**config.mk**
```make
export PLATFORM = sky130hd
export DESIGN_NAME = mlm_queue
export DESIGN_NICKNAME = d
export VERILOG_FILES = /design/src/rtl/momentary_loudness_meter_macros.svh /design/src/rtl/mlm_pkg.sv /design/src/rtl/mlm_queue.sv
export SDC_FILE = /design/constraint.sdc
export NUM_CORES = 1
export LEC_CHECK = 0
export BUFFER_PORTS_ARGS = -buffer_cell sky130_fd_sc_hd__buf_4
export CAP_MARGIN = 10
export CORE_ASPECT_RATIO = 0.8
export CORE_MARGIN = 10
export CORE_UTILIZATION = 51
export DETAILED_ROUTE_END_ITERATION = 10
export PLACE_DENSITY = 0.75
export REMOVE_ABC_BUFFERS = 1
export SYNTH_ARGS = -nofsm -noshare
export SYNTH_HDL_FRONTEND = slang
export SYNTH_SLANG_ARGS = --single-unit
```
**constraint.sdc**
```tcl
create_clock -name clk -period 2.5 [get_ports clk]
set_input_delay 0.625 -clock clk [delete_from_list [all_inputs] [get_ports clk]]
set_output_delay 0.625 -clock clk [all_outputs]
set_load 0.01 [all_outputs]
```
**src/rtl/momentary_loudness_meter_macros.svh**
```systemverilog
// Assertion macros used by the loudness meter back end.
`ifndef MOMENTARY_LOUDNESS_METER_MACROS_SVH
`define MOMENTARY_LOUDNESS_METER_MACROS_SVH

// Same-cycle implication under asynchronous reset.
`define MLM_ASSERT_IMP(lbl, ck, rn, ante, cons) \
	lbl: assert property (@(posedge ck) disable iff (!rn) (ante) |-> (cons)) \
		else $error("momentary loudness meter: same-cycle check failed");

// Next-cycle implication under asynchronous reset.
`define MLM_ASSERT_NXT(lbl, ck, rn, ante, cons) \
	lbl: assert property (@(posedge ck) disable iff (!rn) (ante) |=> (cons)) \
		else $error("momentary loudness meter: next-cycle check failed");

`endif

```
**src/rtl/mlm_pkg.sv**
```systemverilog
package mlm_pkg;

	localparam int WINDOW_DEPTH_DEF = 32768;
	localparam int SAMPLE_BITS_DEF  = 24;
	localparam int QUEUE_DEPTH      = 4;

	localparam logic [15:0] WINDOW_LENGTH_RST  = 16'd19200;
	localparam logic [15:0] CHANNEL_GAIN_RST   = 16'd16384;
	localparam logic [15:0] LOUDNESS_FLOOR_RST = 16'hBA00;

	localparam logic [17:0] DB_PER_OCTAVE_Q16 = 18'd197284;
	localparam logic signed [47:0] OFFSET_Q32 = -48'sd2967822402;
	localparam logic signed [22:0] LOG2_BIAS  = 23'sd2752512;

	typedef enum logic [1:0] {
		REG_WINDOW_LENGTH  = 2'd0,
		REG_CHANNEL_GAIN   = 2'd1,
		REG_LOUDNESS_FLOOR = 2'd2,
		REG_MONO_MODE      = 2'd3
	} reg_index_t;

	typedef struct packed {
		logic [15:0]        window_length;
		logic [15:0]        channel_gain;
		logic signed [15:0] loudness_floor;
		logic               mono_mode;
	} cfg_t;

	typedef struct packed {
		logic [31:0] sq_l;
		logic [31:0] sq_r;
		logic        block_end;
	} q_entry_t;

	typedef struct packed {
		logic empty;
		logic full;
	} q_stat_t;

	typedef enum logic [2:0] {
		F_IDLE, F_MAC, F_WB, F_SQ, F_SQW, F_PUSH
	} front_state_t;

	typedef enum logic [3:0] {
		B_IDLE, B_RD, B_UPD, B_CHK, B_DIV, B_MUL, B_NORM,
		B_SQR, B_ADJ, B_LOGM, B_FIN, B_OUT
	} back_state_t;

	// K-weighting coefficients in Q.30: b0, b1, b2, -a1, -a2.
	function automatic logic signed [33:0] kw_coef(input logic filt, input logic [2:0] term);
		logic signed [33:0] c;
		c = '0;
		if (!filt) begin
			case (term)
				3'd0: c = 34'sd1648327767;
				3'd1: c = -34'sd2890186776;
				3'd2: c = 34'sd1286764483;
				3'd3: c = 34'sd1815331593;
				default: c = -34'sd786495243;
			endcase
		end else begin
			case (term)
				3'd0: c = 34'sd1073741824;
				3'd1: c = -34'sd2147483648;
				3'd2: c = 34'sd1073741824;
				3'd3: c = 34'sd2136797184;
				default: c = -34'sd1063081984;
			endcase
		end
		return c;
	endfunction

endpackage

```
**src/rtl/mlm_queue.sv**
```systemverilog
module mlm_queue #(
	parameter int DEPTH = mlm_pkg::QUEUE_DEPTH
) (
	input  logic               clk,
	input  logic               arst_n,
	input  logic               push,
	input  mlm_pkg::q_entry_t  push_data,
	input  logic               pop,
	output mlm_pkg::q_entry_t  head,
	output mlm_pkg::q_stat_t   stat
);
	localparam int AW = (DEPTH > 1) ? $clog2(DEPTH) : 1;

	mlm_pkg::q_entry_t mem_q [DEPTH];
	logic [AW-1:0] wptr_q, rptr_q;
	logic [AW:0]   cnt_q;

	assign head       = mem_q[rptr_q];
	assign stat.empty = (cnt_q == '0);
	assign stat.full  = (cnt_q == (AW+1)'(DEPTH));

	always_ff @(posedge clk or negedge arst_n) begin
		if (!arst_n) begin
			wptr_q <= '0;
			rptr_q <= '0;
			cnt_q  <= '0;
		end else begin
			if (push) wptr_q <= (wptr_q == AW'(DEPTH-1)) ? '0 : wptr_q + 1'b1;
			if (pop)  rptr_q <= (rptr_q == AW'(DEPTH-1)) ? '0 : rptr_q + 1'b1;
			if (push && !pop) cnt_q <= cnt_q + 1'b1;
			else if (pop && !push) cnt_q <= cnt_q - 1'b1;
		end
	end

	always_ff @(posedge clk) begin
		if (push) mem_q[wptr_q] <= push_data;
	end

endmodule

```
==> metrics.yaml <==
clock_network:
  htreeDepth: 1
  clkLatencyLatePin_ns: 0.52
  cts_sinks: 267
  cts-buffers-inserted: 25
  path_clk_slew_ns: 0.06
  cts.path.max_buffers: 3
  cts_tree: "built"
  clockRootBuffer: "clkbuf_16"
routing:
  vias: 4483
  firstDrtPassIters: 4
  drt_iter0_drc: 332
  route.detailed.drc: 0
  drtAntennaViolNets: 0
  wire_per_inst_um: 22.8
  avgViaCountPerCell: 5.38
  wirelength_mm: 19.0
setup_path:
  cp.arrival_ns: 1.99
  cp-start-kind: "flop"
  rrSetupSlack_ns: 0.75
  rr_startpoint: "rptr_q[0]$_DFFE_PN0P_"
  cp_slowest_cell: "mux4_2"
  crit_fanout: 5
  startpoint: "rptr_q[0]$_DFFE_PN0P_"
  r2r_cells: 6
  required_ns: 1.88
  end_kind: "output port"
  crit_top_cell: "buf_6"
  reg2reg_to: "rptr_q[1]$_DFFE_PN0P_"
  critPathKind: "reg2out"
  cp_cell_sequence: "buf_6 > buf_12 > mux4_2 > buf_6"
  critPathMaxStageDelay_ns: 0.55
pwr:
  vdd_drop_max_v: 0.000704
  power.density_nw_per_um2: 1190
  p_leak_uw: 0.00438
worst_hold_path:
  hp-class: "in2reg"
  hold_depth: 1
  worstHoldStart: "push_data[15]"
  holdPathEnd: "mem_q[0][15]$_DFFE_PP_"
floorplan:
  row_count: 45
  die_width_um: 175
  die_y_um: 144
  coreArea_um2: 19000
  ios: 136
  die_area_um2: 25300
  initial_utilization_pct: 51.8
synthesis:
  synth_top_area_share_pct: 79.4
  ys_async_sr_fraction_pct: 2.62
  synth_most_common_cell: "edfxtp_1"
  avgSynthCellArea_um2: 26.1
  synth_common_cells: "260 x edfxtp_1, 65 x mux4_2, 7 x dfrtp_1, 6 x ha_1, 5 x buf_2"
  synth_top_flop_cell: "edfxtp_1"
  syn_area_um2: 9830
  synth-edff-count: 260
  synth-seq-area-share_pct: 81.2
  synth_top_cell_by_area: "edfxtp_1"
  synthTopCellsByArea: "edfxtp_1 79%, mux4_2 15%, dfrtp_1 1.8%, buf_12 0.81%, ha_1 0.76%"
  synth_cells: 377
  synth.distinct_cells: 20
  synth-seq-cells: 267
  yosys_warnings: 0
final_layout:
  n_antenna_cell: 0
  area_growth_pct: 28.1
  drive_above_1_share_pct: 48.5
  multi_input_area_um2: 1700
  final_nets: 634
  seq_area_um2: 7990
  fill_cells: 1192
global_routing:
  grt_pass1_vias: 4941
  grt_first_pass_wirelength_mm: 29.2
  grt_max_degree: 44
  overflow: 0
  antenna_found_initial: 0
  grt.total_usage_pct: 15.1
run_status:
  violations: "negative setup slack"
  status: "finished with violations"
flow_run:
  cap_violations: 0
placed_design:
  dp_hpwl_mm: 11.6
  place.gp.congestion: 0.718
  io_buffers: 135
timing:
  worstMarginPinSlew_ns: 0.382
  hold_viol: 0
  hold_ws_ns: 0.307
  drv_slew: 0
  layout_setup_ws_ns: -0.120
  fin_setup_tns_ns: -4.97
  max_slew_margin_pct: 74.6
  fin_crit_sh_pct: 105
  timing.fmax_mhz: 382
  setup_violations: 65
  fin_crit_ns: 2.62
  rsz0062_at_grt: "yes"
  fin_worst_skew_ns: 0.00856
==> cells in the final DEF, fill, tap and decap left out, types with 2 or more instances in the layout <==
cell type / netlist / final
clkbuf_8: 0 / 3
buf_12: 4 / 12
edfxtp_1: 260 / 260
bufinv_16: 0 / 2
nand2_1: 2 / 2
dfrtp_4: 0 / 2
mux4_2: 65 / 65
buf_16: 0 / 5
buf_8: 0 / 2
clkbuf_1: 2 / 4
clkbuf_16: 0 / 26
nor2_1: 3 / 3
dfrtp_1: 7 / 5
o21ai_0: 2 / 2
buf_4: 3 / 90
buf_6: 1 / 58
clkinv_2: 0 / 6
xor2_1: 2 / 2
clkinv_1: 0 / 3
ha_1: 6 / 6
inv_1: 4 / 4
mux2_2: 3 / 3
and2_4: 0 / 4
==> how the worst max path moves through the flow <==
stage                to
2_1_floorplan   head[0]
6_report       head[31]
3_5_place_dp   head[31]
3_3_place_gp   head[31]
4_1_cts        head[36]
5_1_grt        head[17]
==> cell type report <==
class	count	share of cell area, %
inverter	4	0.119
multi-input combinational	91	13.5
clock inverter	12	0.875
timing repair buffer	169	14.1
clock buffer	32	5.42
tap	258	2.56
sequential	267	63.5
==> worst max-delay path: cells and delay by family (launching register included) <==
kind                   cells  cell delay (ns)
DFF                        1             0.49
buffers and inverters      3             0.45
muxes                      1             0.55
==> through the flow <==
step	setup slack (ns)	util, %	instances	power (uW)	instance area (um2)
floorplan	-1.45	-	362	8470	9680
global placement	0.248	59.5	771	10400	11300
detailed placement	0.224	59.5	771	10500	11300
CTS	-0.125	66.1	830	15100	12500
global route	-0.166	66.3	833	15700	12600
finish	-0.120	66.3	833	15000	12600
==> power by group <==
part	internal [uW]	total, uW	switching, uW
sequential	5750	5960	217
clock	2120	3620	1500
combinational	3050	5370	2320
==> registers in the layout (all words and copies together), names as in the netlist <==
signal	cells
wptr_q	2
mem_q	260
cnt_q	3
rptr_q	2
==> cell families after synthesis <==
logic type	share of synthesized area [%]
DFF	81.2
muxes	15.2
buffers and inverters	1.64
and+or+nand+nor	0.573
adders and majority gates	0.967
xor gates and xnor gates	0.267
AOI/OAI and AO/OA	0.102
==> routing by layer <==
| metal | part of all wire, % | GRT usage, % | up-vias |
|---|---|---|---|
| li1 | - | - | 1972 |
| met1 | 42 | 19.7 | 2336 |
| met2 | 49 | 24.6 | 146 |
| met3 | 7.2 | 4.30 | 29 |
| met4 | 2.0 | 3.78 | 0 |
| met5 | 0 | 0 | - |
==> timing repair <==
item | 4_1_cts | 5_1_grt
gates cloned | 4 | 1
hold endpoints to repair | 7 | 0
setup buffers | 10 | 3
hold buffers | 1 | 0
gates resized for setup | 68 | 5
setup endpoints to repair | 65 | 65
pin swaps | 0 | 0
Power figures use the tool's default switching activity.
