===== src/rtl/momentary_loudness_meter_macros.svh =====
// Assertion macros used by the loudness meter back end.
`ifndef MOMENTARY_LOUDNESS_METER_MACROS_SVH
`define MOMENTARY_LOUDNESS_METER_MACROS_SVH

// Same-cycle implication under asynchronous reset.
`define MLM_ASSERT_IMP(lbl, ck, rn, ante, cons) \
	lbl: assert property (@(posedge ck) disable iff (!rn) (ante) |-> (cons)) \
		else $error("momentary loudness meter: same-cycle check failed");

// Next-cycle implication under asynchronous reset.
`define MLM_ASSERT_NXT(lbl, ck, rn, ante, cons) \
	lbl: assert property (@(posedge ck) disable iff (!rn) (ante) |=> (cons)) \
		else $error("momentary loudness meter: next-cycle check failed");

`endif


===== src/rtl/mlm_pkg.sv =====
package mlm_pkg;

	localparam int WINDOW_DEPTH_DEF = 32768;
	localparam int SAMPLE_BITS_DEF  = 24;
	localparam int QUEUE_DEPTH      = 4;

	localparam logic [15:0] WINDOW_LENGTH_RST  = 16'd19200;
	localparam logic [15:0] CHANNEL_GAIN_RST   = 16'd16384;
	localparam logic [15:0] LOUDNESS_FLOOR_RST = 16'hBA00;

	localparam logic [17:0] DB_PER_OCTAVE_Q16 = 18'd197284;
	localparam logic signed [47:0] OFFSET_Q32 = -48'sd2967822402;
	localparam logic signed [22:0] LOG2_BIAS  = 23'sd2752512;

	typedef enum logic [1:0] {
		REG_WINDOW_LENGTH  = 2'd0,
		REG_CHANNEL_GAIN   = 2'd1,
		REG_LOUDNESS_FLOOR = 2'd2,
		REG_MONO_MODE      = 2'd3
	} reg_index_t;

	typedef struct packed {
		logic [15:0]        window_length;
		logic [15:0]        channel_gain;
		logic signed [15:0] loudness_floor;
		logic               mono_mode;
	} cfg_t;

	typedef struct packed {
		logic [31:0] sq_l;
		logic [31:0] sq_r;
		logic        block_end;
	} q_entry_t;

	typedef struct packed {
		logic empty;
		logic full;
	} q_stat_t;

	typedef enum logic [2:0] {
		F_IDLE, F_MAC, F_WB, F_SQ, F_SQW, F_PUSH
	} front_state_t;

	typedef enum logic [3:0] {
		B_IDLE, B_RD, B_UPD, B_CHK, B_DIV, B_MUL, B_NORM,
		B_SQR, B_ADJ, B_LOGM, B_FIN, B_OUT
	} back_state_t;

	// K-weighting coefficients in Q.30: b0, b1, b2, -a1, -a2.
	function automatic logic signed [33:0] kw_coef(input logic filt, input logic [2:0] term);
		logic signed [33:0] c;
		c = '0;
		if (!filt) begin
			case (term)
				3'd0: c = 34'sd1648327767;
				3'd1: c = -34'sd2890186776;
				3'd2: c = 34'sd1286764483;
				3'd3: c = 34'sd1815331593;
				default: c = -34'sd786495243;
			endcase
		end else begin
			case (term)
				3'd0: c = 34'sd1073741824;
				3'd1: c = -34'sd2147483648;
				3'd2: c = 34'sd1073741824;
				3'd3: c = 34'sd2136797184;
				default: c = -34'sd1063081984;
			endcase
		end
		return c;
	endfunction

endpackage


===== src/rtl/mlm_front.sv =====
module mlm_front #(
	parameter int SAMPLE_BITS = mlm_pkg::SAMPLE_BITS_DEF,
	parameter int IN_W        = ((2*SAMPLE_BITS+7)/8)*8
) (
	input  logic               clk,
	input  logic               arst_n,
	input  logic               s_axis_tvalid,
	output logic               s_axis_tready,
	input  logic [IN_W-1:0]    s_axis_tdata,
	input  logic               s_axis_tlast,
	input  logic               mono_mode,
	output logic               push,
	output mlm_pkg::q_entry_t  push_data,
	input  mlm_pkg::q_stat_t   qstat
);
	localparam int SH_L = (SAMPLE_BITS <= 29) ? 29 - SAMPLE_BITS : 0;
	localparam int SH_R = (SAMPLE_BITS > 29) ? SAMPLE_BITS - 29 : 0;

	function automatic logic signed [31:0] to_q28(input logic signed [SAMPLE_BITS-1:0] s);
		logic signed [63:0] e;
		e = (64'(s) <<< SH_L) >>> SH_R;
		return e[31:0];
	endfunction

	mlm_pkg::front_state_t state_q, state_d;

	logic signed [31:0] grp_q [4][4];
	logic signed [31:0] x_q, xr_q;
	logic               be_q, ch_q, filt_q;
	logic [2:0]         term_q;
	logic signed [39:0] acc_q;
	logic signed [65:0] prod_q;
	logic [31:0]        sql_q, sqr_q;

	logic signed [33:0] op_c;
	logic signed [31:0] op_d;
	logic signed [65:0] mult;
	logic signed [39:0] term_val, sum;
	logic signed [31:0] y;
	logic [31:0]        sq;

	always_comb begin
		op_c = mlm_pkg::kw_coef(filt_q, term_q);
		case (term_q)
			3'd0: op_d = x_q;
			3'd1: op_d = grp_q[0][0];
			3'd2: op_d = grp_q[0][1];
			3'd3: op_d = grp_q[0][2];
			default: op_d = grp_q[0][3];
		endcase
		if (state_q == mlm_pkg::F_SQ) begin
			op_c = 34'(x_q);
			op_d = x_q;
		end
		mult     = 66'(op_c) * 66'(op_d);
		term_val = 40'($signed(prod_q[65:30]));
		sum      = acc_q + term_val;
		if (sum > 40'sd2147483647) y = 32'sh7FFFFFFF;
		else if (sum < -40'sd2147483648) y = 32'sh80000000;
		else y = sum[31:0];
		sq = (prod_q[65:60] != '0) ? 32'hFFFFFFFF : prod_q[59:28];
	end

	always_comb begin
		state_d       = state_q;
		s_axis_tready = 1'b0;
		push          = 1'b0;
		case (state_q)
			mlm_pkg::F_IDLE: begin
				s_axis_tready = 1'b1;
				if (s_axis_tvalid) state_d = mlm_pkg::F_MAC;
			end
			mlm_pkg::F_MAC: if (term_q == 3'd4) state_d = mlm_pkg::F_WB;
			mlm_pkg::F_WB: state_d = filt_q ? mlm_pkg::F_SQ : mlm_pkg::F_MAC;
			mlm_pkg::F_SQ: state_d = mlm_pkg::F_SQW;
			mlm_pkg::F_SQW: state_d = ch_q ? mlm_pkg::F_PUSH : mlm_pkg::F_MAC;
			mlm_pkg::F_PUSH: begin
				if (!qstat.full) begin
					push    = 1'b1;
					state_d = mlm_pkg::F_IDLE;
				end
			end
			default: state_d = mlm_pkg::F_IDLE;
		endcase
	end

	assign push_data.sq_l      = sql_q;
	assign push_data.sq_r      = sqr_q;
	assign push_data.block_end = be_q;

	always_ff @(posedge clk or negedge arst_n) begin
		if (!arst_n) state_q <= mlm_pkg::F_IDLE;
		else state_q <= state_d;
	end

	// Filter state rotates as a ring so the active biquad always sits in group zero.
	always_ff @(posedge clk or negedge arst_n) begin
		if (!arst_n) begin
			for (int i = 0; i < 4; i++)
				for (int j = 0; j < 4; j++)
					grp_q[i][j] <= '0;
		end else if (state_q == mlm_pkg::F_WB) begin
			for (int i = 0; i < 3; i++) grp_q[i] <= grp_q[i+1];
			grp_q[3][0] <= x_q;
			grp_q[3][1] <= grp_q[0][0];
			grp_q[3][2] <= y;
			grp_q[3][3] <= grp_q[0][2];
		end
	end

	always_ff @(posedge clk) begin
		case (state_q)
			mlm_pkg::F_IDLE: begin
				x_q    <= to_q28(s_axis_tdata[SAMPLE_BITS-1:0]);
				xr_q   <= mono_mode ? '0 : to_q28(s_axis_tdata[2*SAMPLE_BITS-1:SAMPLE_BITS]);
				be_q   <= s_axis_tlast;
				ch_q   <= 1'b0;
				filt_q <= 1'b0;
				term_q <= '0;
			end
			mlm_pkg::F_MAC: begin
				prod_q <= mult;
				acc_q  <= (term_q == 3'd0) ? '0 : sum;
				term_q <= term_q + 3'd1;
			end
			mlm_pkg::F_WB: begin
				x_q    <= y;
				filt_q <= 1'b1;
				term_q <= '0;
			end
			mlm_pkg::F_SQ: prod_q <= mult;
			mlm_pkg::F_SQW: begin
				if (!ch_q) sql_q <= sq;
				else sqr_q <= sq;
				ch_q   <= 1'b1;
				filt_q <= 1'b0;
				x_q    <= xr_q;
			end
			default: ;
		endcase
	end

endmodule


===== config.mk =====
export PLATFORM = sky130hd
export DESIGN_NAME = mlm_front
export DESIGN_NICKNAME = d
export VERILOG_FILES = /design/src/rtl/momentary_loudness_meter_macros.svh /design/src/rtl/mlm_pkg.sv /design/src/rtl/mlm_front.sv
export SDC_FILE = /design/constraint.sdc
export NUM_CORES = 2
export LEC_CHECK = 0
export CAP_MARGIN = 10
export CORE_ASPECT_RATIO = 0.5
export CORE_MARGIN = 1.5
export CORE_UTILIZATION = 55
export CTS_CLUSTER_DIAMETER = 120
export DETAILED_ROUTE_END_ITERATION = 8
export DONT_BUFFER_PORTS = 1
export PLACE_DENSITY = 0.76
export SLEW_MARGIN = 5
export SYNTH_ARGS = -nofsm -noshare
export SYNTH_HDL_FRONTEND = slang
export SYNTH_SLANG_ARGS = --single-unit

===== constraint.sdc =====
create_clock -name clk -period 8.7 [get_ports clk]
set_input_delay 0.435 -clock clk [delete_from_list [all_inputs] [get_ports clk]]
set_output_delay 0.435 -clock clk [all_outputs]
set_load 0.05 [all_outputs]

==> flow_summary.yaml <==
clock_tree:
  clk_pin_slew_ps: 70
  insertion_delay_ps: 670
  cts_made_buffers: 71
  cts_tree: "built"
  cts_sinks: 719
  ctsLongestPathBuffers: 3
  htree_levels: 3
  clockRootBuffer: "clkbuf_16"
  cts_hold_buffers: 27
status:
  status: "complete, but fails checks"
  violations: "hold timing, slew limit, setup timing"
place:
  pre_cts_slack_ps: -1340
  gp_congestion: 1.10
  numPortBuffers: 0
  placed_area_sq_um: 74500
  dp_cells: 9247
  dp_hpwl_mm: 176
routing:
  routed_via_density: 5.71
  route.antenna.remaining_nets: 0
  initialDrtViolationCount: 6504
  drt-wirelength-per-cell_um: 23.4
  wl_mm: 223
  drc: 0
  drt-pass1-iter-count: 8
  vias: 54271
grt:
  grt_pass1_wl_mm: 339
  grt_antenna_before_repair: 12
  grt_pass1_vias: 56418
  gr-usage-all-layers: 0.371
  grt_max_degree: 516
  grt.overflow.total: 0
sta:
  rsz0062_at_grt: "true"
  worstMarginPinSlew_ps: 1540
  clock_skew_ps: 57.8
  final.period_utilization: 1.08
  setup_viol: 36
  slew_viol_final: 81
  fmax_ghz: 0.106
  worst_slack_ps: -690
  slew_headroom: -0.0253
  finalHoldViolations: 515
  timing.hold.ws_ps: -529
  period_needed_ps: 9390
synth:
  syn-cell-area_sq_um: 66400
  synth_seq_area_share: 0.286
  synth_top_area_cell: "fa_1"
  synth-edff-count: 204
  synth_top_area_share: 0.337
  ys_warn_count: 0
  synth_cell_type_count: 88
  async_reset_ff_frac: 0.716
  ys.flop_type: "dfrtp_1"
  avgSynthCellArea_sq_um: 9.26
  syn_inst: 7176
  synth-seq-cells: 719
  syn-num-nets: 8579
  netlist_top_cells_area: "fa_1 34%, dfrtp_1 19%, nand2_1 12%, edfxtp_1 9.2%, inv_1 5.8%"
die:
  die_area_sq_um: 123000
  initial_core_util: 0.559
  die_x_um: 495
  core_sq_um: 119000
  die_h_um: 249
  ios: 122
  rows: 89
worst_setup_path:
  startpoint: "term_q[0]"
  startpoint_type: "flip-flop"
  endpoint_kind: "flip-flop"
  cp_slowest_cell: "fa_1"
  r2r_start: "term_q[0]"
  critPathArrivalTime_ps: 9780
  cpMostUsedCell: "fa_1"
  cp_max_fo: 7
  path_class: "reg -> reg"
  max_stage_delay_ps: 550
  required_ps: 9090
min_path:
  worst_hold_path_type: "in -> async"
final_layout:
  num-nets-final: 9247
  seqCellArea_sq_um: 19000
  post-route-util: 0.668
  multi_input_area_sq_um: 43700
  drive_above_1_share: 0.177
  final_cells: 9506
  area_growth_pct: 19.5
  n_fill_cell: 8963
  design_area_sq_um: 79400
job:
  maxCapViolCount: 0
[stage by stage]
stage / hold WS (ps) / setup TNS (ps)
floorplan: 139 / 0
global placement: 147 / -22330
detailed placement: 146 / -27770
CTS: -564 / -8970
global route: -566 / -25150
finish: -529 / -16450
[area by class of cell]
| type | instances | area share |
|---|---|---|
| multi-input combinational | 5066 | 0.550 |
| sequential | 719 | 0.239 |
| timing repair buffer | 957 | 0.106 |
| inverter | 1029 | 0.0488 |
| clock buffer | 102 | 0.0251 |
| tap | 1592 | 0.0251 |
| clock inverter | 28 | 0.00506 |
| antenna | 13 | 0.000410 |
[final timing paths]
kind | slack [ps] | cells past startpoint | endpoint
worst max-delay path | -690 | 40 | prod_q[65]
worst min-delay path | -530 | 0 | grp_q[78]
worst max register to register | -690 | 40 | prod_q[65]
worst min register to register | 420 | 2 | grp_q[130]
max in group asynchronous | 7980 | 0 | grp_q[214]
min in group clk | 40 | 1 | xr_q[10]
[sequential cells by signal, indices dropped and copies added, names as in the netlist]
| register | cells |
|---|---|
| acc_q | 40 |
| be_q | 1 |
| ch_q | 1 |
| filt_q | 1 |
| grp_q | 512 |
| prod_q | 38 |
| sql_q | 32 |
| sqr_q | 32 |
| state_q | 3 |
| term_q | 3 |
| x_q | 32 |
| xr_q | 24 |
[cells by family after synthesis]
group,Yosys count,synth area share
compound gates,584,0.0580
fa+ha+maj,1348,0.380
mux,5,0.000753
buf+inv,1392,0.0793
simple gates,3048,0.185
xor+xnor,80,0.0105
flops,719,0.286
[synthesized netlist by cell type (all sizes together) (18+ instances only)]
cell    instances
o21a           37
xnor2          56
nand2        2060
xor2           24
buf            32
dfrtp         515
nand3          84
fa           1120
nor2          628
ha            228
edfxtp        204
nor2b          47
and2           47
or2            42
a21oi         171
nand2b         18
and3           39
inv          1027
a22oi          55
nor3           27
a21o           64
nand4          28
clkbuf        331
o21ai         107
o21bai         20
o211ai         30
[layout by cell type, fill, tap and decap left out, types with 22 or more instances in the layout]
| cell type | count |
|---|---|
| xnor2_1 | 49 |
| buf_4 | 797 |
| nor2_1 | 603 |
| nand4_1 | 28 |
| dfrtp_1 | 515 |
| nand2_1 | 2042 |
| dlygate4sd3_1 | 27 |
| and3_1 | 33 |
| buf_6 | 50 |
| clkbuf_16 | 72 |
| inv_1 | 1001 |
| o21ai_1 | 28 |
| nand3_1 | 67 |
| fa_1 | 1078 |
| buf_12 | 77 |
| ha_1 | 205 |
| a21o_1 | 60 |
| edfxtp_1 | 204 |
| o21a_1 | 30 |
| o21ai_0 | 49 |
| a21oi_1 | 131 |
| fa_2 | 42 |
| inv_2 | 23 |
| a22oi_1 | 51 |
| clkbuf_1 | 22 |
| or2_2 | 40 |
| and2_1 | 44 |
| nor2b_1 | 40 |
| xor2_1 | 23 |
| a21oi_2 | 36 |
| o211ai_1 | 30 |
[worst max-delay path, delay by kind of cell, from the launching register on]
kind,cells,cell delay [ps]
buf+inv,12,1360
flops,1,460
compound gates,11,2030
simple gates,6,830
fa+ha+maj,10,4310
xor+xnor,1,110
[repair_timing]
| action | CTS | global route |
|---|---|---|
| pin swaps | 117 | 49 |
| gates cloned | 1 | 0 |
| hold endpoints to repair | 543 | 515 |
| gates resized for setup | 268 | 76 |
| buffers inserted | 66 | 23 |
| endpoints found under the setup margin | 36 | 37 |
[layer usage]
metal,up-vias,share of wire,track usage
li1,23206,-,-
met1,27021,0.37,0.491
met2,3288,0.43,0.543
met3,752,0.15,0.142
met4,4,0.055,0.169
met5,-,0.00010,0
Power is left out: the tool's default activity adds up to more than one toggle a clock period on the data nets, which glitch-free logic cannot reach.
